[src/rtl/rsp_pkg.sv]
// Shared constants, types and GF(2^8) helpers for the Reed-Solomon parity encoder.
// No dependencies; used by rsp_genpoly and reed_solomon_parity_encoder.
package rsp_pkg;

    localparam int MAX_PARITY = 32;
    localparam int CNT_W = $clog2(MAX_PARITY + 1);
    localparam logic [8:0] GF_POLY = 9'h11D;
    localparam logic [CNT_W-1:0] RESET_PARITY = CNT_W'(10);
    localparam int CFG_W = 6;

    typedef logic [MAX_PARITY-1:0][7:0] byte_vec_t;

    function automatic logic [7:0] gf_mul(input logic [7:0] a, input logic [7:0] b);
        logic [8:0] x;
        logic [7:0] acc;
        x = {1'b0, a};
        acc = 8'h00;
        for (int k = 0; k < 8; k++) begin
            if (b[k]) begin
                acc = acc ^ x[7:0];
            end
            x = {x[7:0], 1'b0};
            if (x[8]) begin
                x = x ^ GF_POLY;
            end
        end
        return acc;
    endfunction

    function automatic logic [7:0] gf_xtime(input logic [7:0] a);
        return a[7] ? ({a[6:0], 1'b0} ^ GF_POLY[7:0]) : {a[6:0], 1'b0};
    endfunction

    function automatic logic [CNT_W-1:0] clamp_count(input logic [CFG_W-1:0] v);
        logic [CNT_W-1:0] r;
        if (v == '0) begin
            r = CNT_W'(1);
        end else if (32'(v) > MAX_PARITY) begin
            r = CNT_W'(MAX_PARITY);
        end else begin
            r = CNT_W'(v);
        end
        return r;
    endfunction

endpackage

[src/rtl/rsp_genpoly.sv]
// Generator polynomial builder: multiplies in one root (x - alpha^i) per cycle.
// Depends on rsp_pkg.
module rsp_genpoly (
    input  logic                      aclk,
    input  logic                      aresetn,
    input  logic                      start,
    input  logic [rsp_pkg::CNT_W-1:0] count,
    output rsp_pkg::byte_vec_t        coeffs,
    output logic                      busy
);

    rsp_pkg::byte_vec_t          coef_reg, coef_next;
    logic [7:0]                  root_reg, root_next;
    logic [rsp_pkg::CNT_W-1:0]   iter_reg, iter_next;

    always_comb begin
        coef_next = coef_reg;
        root_next = root_reg;
        iter_next = iter_reg;
        if (start) begin
            coef_next = '0;
            root_next = 8'h01;
            iter_next = count;
        end else if (iter_reg != '0) begin
            coef_next[0] = coef_reg[0] ^ root_reg;
            for (int k = 1; k < rsp_pkg::MAX_PARITY; k++) begin
                coef_next[k] = coef_reg[k] ^ rsp_pkg::gf_mul(coef_reg[k-1], root_reg);
            end
            root_next = rsp_pkg::gf_xtime(root_reg);
            iter_next = iter_reg - 1'b1;
        end
    end

    always_ff @(posedge aclk) begin
        if (!aresetn) begin
            coef_reg <= '0;
            root_reg <= 8'h01;
            iter_reg <= rsp_pkg::clamp_count(rsp_pkg::CFG_W'(rsp_pkg::RESET_PARITY));
        end else begin
            coef_reg <= coef_next;
            root_reg <= root_next;
            iter_reg <= iter_next;
        end
    end

    assign coeffs = coef_reg;
    assign busy   = (iter_reg != '0);

endmodule

[config.mk]
export PLATFORM = sky130hd
export DESIGN_NAME = rsp_genpoly
export DESIGN_NICKNAME = d
export VERILOG_FILES = /design/src/rtl/rsp_pkg.sv /design/src/rtl/rsp_genpoly.sv
export SDC_FILE = /design/constraint.sdc
export NUM_CORES = 2
export LEC_CHECK = 0
export BUFFER_PORTS_ARGS = -buffer_cell sky130_fd_sc_hd__buf_4
export CAP_MARGIN = 10
export CORE_MARGIN = 10
export CORE_UTILIZATION = 60
export DETAILED_ROUTE_END_ITERATION = 6
export PLACE_DENSITY = 0.9
export SLEW_MARGIN = 20
export SYNTH_ARGS = -nofsm -noshare
export SYNTH_HDL_FRONTEND = slang
export SYNTH_SLANG_ARGS = --single-unit
[constraint.sdc]
create_clock -name aclk -period 3.67 [get_ports aclk]
set_clock_uncertainty 0.2 [all_clocks]
set_input_delay 0.367 -clock aclk [delete_from_list [all_inputs] [get_ports aclk]]
set_output_delay 0.367 -clock aclk [all_outputs]
set_load 0.02 [all_outputs]
==> results by group <==
STA
  • Final Hold Viols: 0
  • Final Setup Violations: 0
  • Unrepaired setup endpoints after global routing: false
  • Tmin final: 3.334 ns
  • Worst slew margin: 20.76%
  • Worst-Margin Slew: 1.187 ns
  • Max Clk Rate: 0.3000 GHz
  • Final slew viol count: 0
  • Final period util: 90.83%
  • Total negative slack: 0 ns

Worst setup path
  • CP Capture Point: iter_reg[5]$_SDFFE_PN0P_
  • Required time worst endpoint: 3.94 ns
  • Crit Reg-Reg Endpoint: iter_reg[5]$_SDFFE_PN0P_
  • Worst reg2reg setup slack: 0.34 ns
  • Arr. time, crit path: 3.60 ns
  • Crit path kind: reg2reg
  • Crit path from: iter_reg[0]$_SDFFE_PN0P_
  • Reg2reg path depth: 10
  • Setup crit start kind: flop
  • Peak fanout along the critical path: 181
  • Critical Path Sink Type: flop
  • Worst r2r src: iter_reg[0]$_SDFFE_PN0P_

Synthesis
  • Synthesis Warnings: 0
  • Mapped Area: 45,460 um2
  • Synth Flop Type: dfxtp_1
  • Ys async rst share: 0%
  • Post-synth EDFFs: 0
  • Synth Register Bits: 270
  • Syn Area/Cell: 7.013 um2
  • Synth Instances: 6,482
  • Post-synth cell types: 72
  • Net count after synthesis: 6,493
  • Share of the yosys chip area belonging to registers: 11.89%

Layout
  • Design Area, Final: 48,640 um2
  • Finished Core Util: 65.00%
  • Filler cells: 5,996
  • Area growth syn-to-layout: 6.988%
  • Largest register FFs: 256
  • Number of non-filler instances in the completed layout: 7,317
  • Final-stage net count: 6,330
  • Layout cells sized above 1: 8.461%

Clocking
  • Total CTS buffers: 38
  • # H-tree levels: 2
  • Longest Clk Path Bufs: 3
  • Clk sink count: 270
  • CTS root buf: clkbuf_16
  • Clock slew at reported path FFs: 0.06 ns
  • Worst-Skew Late Latency: 0.58 ns
  • TritonCTS clock tree: built
  • Post-CTS Repair Setup Buffers: 0

Hold path
  • Min-Delay Path Class: in2reg
  • Hold Startpoint: start

Detailed routing
  • Drt via density: 6.099
  • 1st-pass router iterations: 7
  • DR WL met2: 65,720 um
  • Final wirelength: 148,400 um
  • Final ANT Viol Nets: 0
  • Metal3 WL: 19,820 um
  • DRT met1 WL: 53,720 um
  • DRC Markers: 21
  • Top routing layer in use: met5
  • DR vias: 44.63k
  • Initial DRC Count: 5,473
  • WL per Instance: 20.28 um

Place
  • Port bufs: 265
  • DP Cell Count: 7,231
  • Placer Congestion: 0.9410
  • Placed cell area: 47,220 um2
  • HPWL Detailed: 96,950 um

Floorplan
  • Chip width: 295.3 um
  • Die height: 295.3 um
  • Die area: 87,180 um2
  • Row cnt: 100
  • Top Ports: 266
  • Starting Density: 60.76%
  • CORE AREA: 74,820 um2

Global routing
  • Initial antenna violation count: 2
  • First-pass GRT wire length: 234,300 um
  • Grt total ovfl: 0
  • Vias in the first global route: 44.00k
  • GRT Overall Usage: 32.70%
  • Largest net degree at the start of global routing: 182

Flow run
  • Maxcap violations: 0

Outcome
  • Failing checks: DRC
  • Run status: finished, violations left

Pwr
  • Pleak: 15.87 nW
  • Pwr dens: 152.9 nW/um2
  • Final Power: 7.437 mW
  • Worst VDD drop: 0.2562 mV
[area by class of cell]
type	instances	area (um2)	area share (%)
multi-input combinational	5557	37190	76.47
tap	969	1212	2.493
clock inverter	14	106.4	0.2187
sequential	270	5435	11.18
antenna	1	2.502	0.005145
timing repair buffer	413	3406	7.002
clock buffer	54	1135	2.333
inverter	39	146.4	0.3010
[synth_stat cells (all sizes together) (45+ instances only)]
library cell / number / share of area [%]
a21oi: 310 / 3.4
clkbuf: 254 / 2.2
nor2: 207 / 1.7
buf: 361 / 3.8
o21ai: 297 / 3.3
a22oi: 86 / 1.4
or3: 208 / 2.9
xnor2: 1768 / 34
xnor3: 45 / 2.2
xor2: 622 / 12
nand2: 1678 / 14
dfxtp: 270 / 12
[per-stage QoR]
stage	worst slack (ns)	hold WS (ns)
final	0.3365	0.2568
after global routing	0.05112	0.2633
after CTS	0.3185	0.2032
after detailed placement	0.5208	0.2815
after global placement	0.6455	0.2682
after floorplan	0.9647	0.2559
[cell families after synthesis]
| family | after synthesis | share of synthesized area, % |
|---|---|---|
| AND/OR/NAND/NOR | 2238 | 20.40 |
| flip-flops | 270 | 11.89 |
| adder cells (fa/ha/maj) | 2 | 0.05504 |
| multiplexers | 45 | 1.010 |
| buffers and inverters | 655 | 6.369 |
| AO/OA/AOI/OAI | 819 | 10.45 |
| XOR/XNOR | 2453 | 49.82 |
[layout by cell type (no fill, tap or decap), drive strengths merged, types with 15 or more instances in the layout]
cell and instances:
nand2 1678, nor3 22, dfxtp 270, nand2b 38, nor2 207, xnor3 45, dlygate4sd3 17, xor3 18
buf 396, inv 39, xnor2 1768, clkbuf 54, a21oi 310, a22oi 86, xor2 622, nand3 18
or3 208, nor2b 18, o21ai 297, and2 15, mux2i 38, a222oi 16, o221ai 15
[worst max-delay path, stage by stage (launching register included)]
cell           delay (ns)
dfxtp_1              0.31
inv_1                0.10
ha_1                 0.19
nand2b_1             0.10
nor4_2               0.32
buf_12               0.55
nor3_1               0.12
a21oi_1              0.15
dlygate4sd3_1        0.57
nor2b_1              0.05
dlygate4sd3_1        0.55
[report_power, final]
| group | internal, mW | switching, mW |
|---|---|---|
| combinational | 0.147 | 0.460 |
| clock | 2.22 | 1.64 |
| sequential | 2.94 | 0.0296 |
| total | 5.31 | 2.13 |
[worst min-delay path by stage]
stage                               endpoint  depth (start not counted)
global placement    coeffs[250]$_SDFFE_PP0P_                          2
finish              coeffs[217]$_SDFFE_PP0P_                          3
detailed placement  coeffs[251]$_SDFFE_PP0P_                          2
global route        coeffs[131]$_SDFFE_PP0P_                          4
CTS                  coeffs[91]$_SDFFE_PP0P_                          4
floorplan           iter_reg[1]$_SDFFE_PN1P_                          1
[timing repair]
item                                    4_1_cts  5_1_grt
hold buffers                                 17        0
hold endpoints to repair                      6        0
resized for setup                             0        0
endpoints found under the setup margin        0        0
[layer usage]
| layer | global-route usage (%) | vias up |
|---|---|---|
| met4 | 19.60 | 4 |
| met5 | 0 | - |
| met3 | 9.076 | 732 |
| li1 | - | 20114 |
| met2 | 52.68 | 2898 |
| met1 | 38.37 | 20881 |
Power figures use the tool's default switching activity.
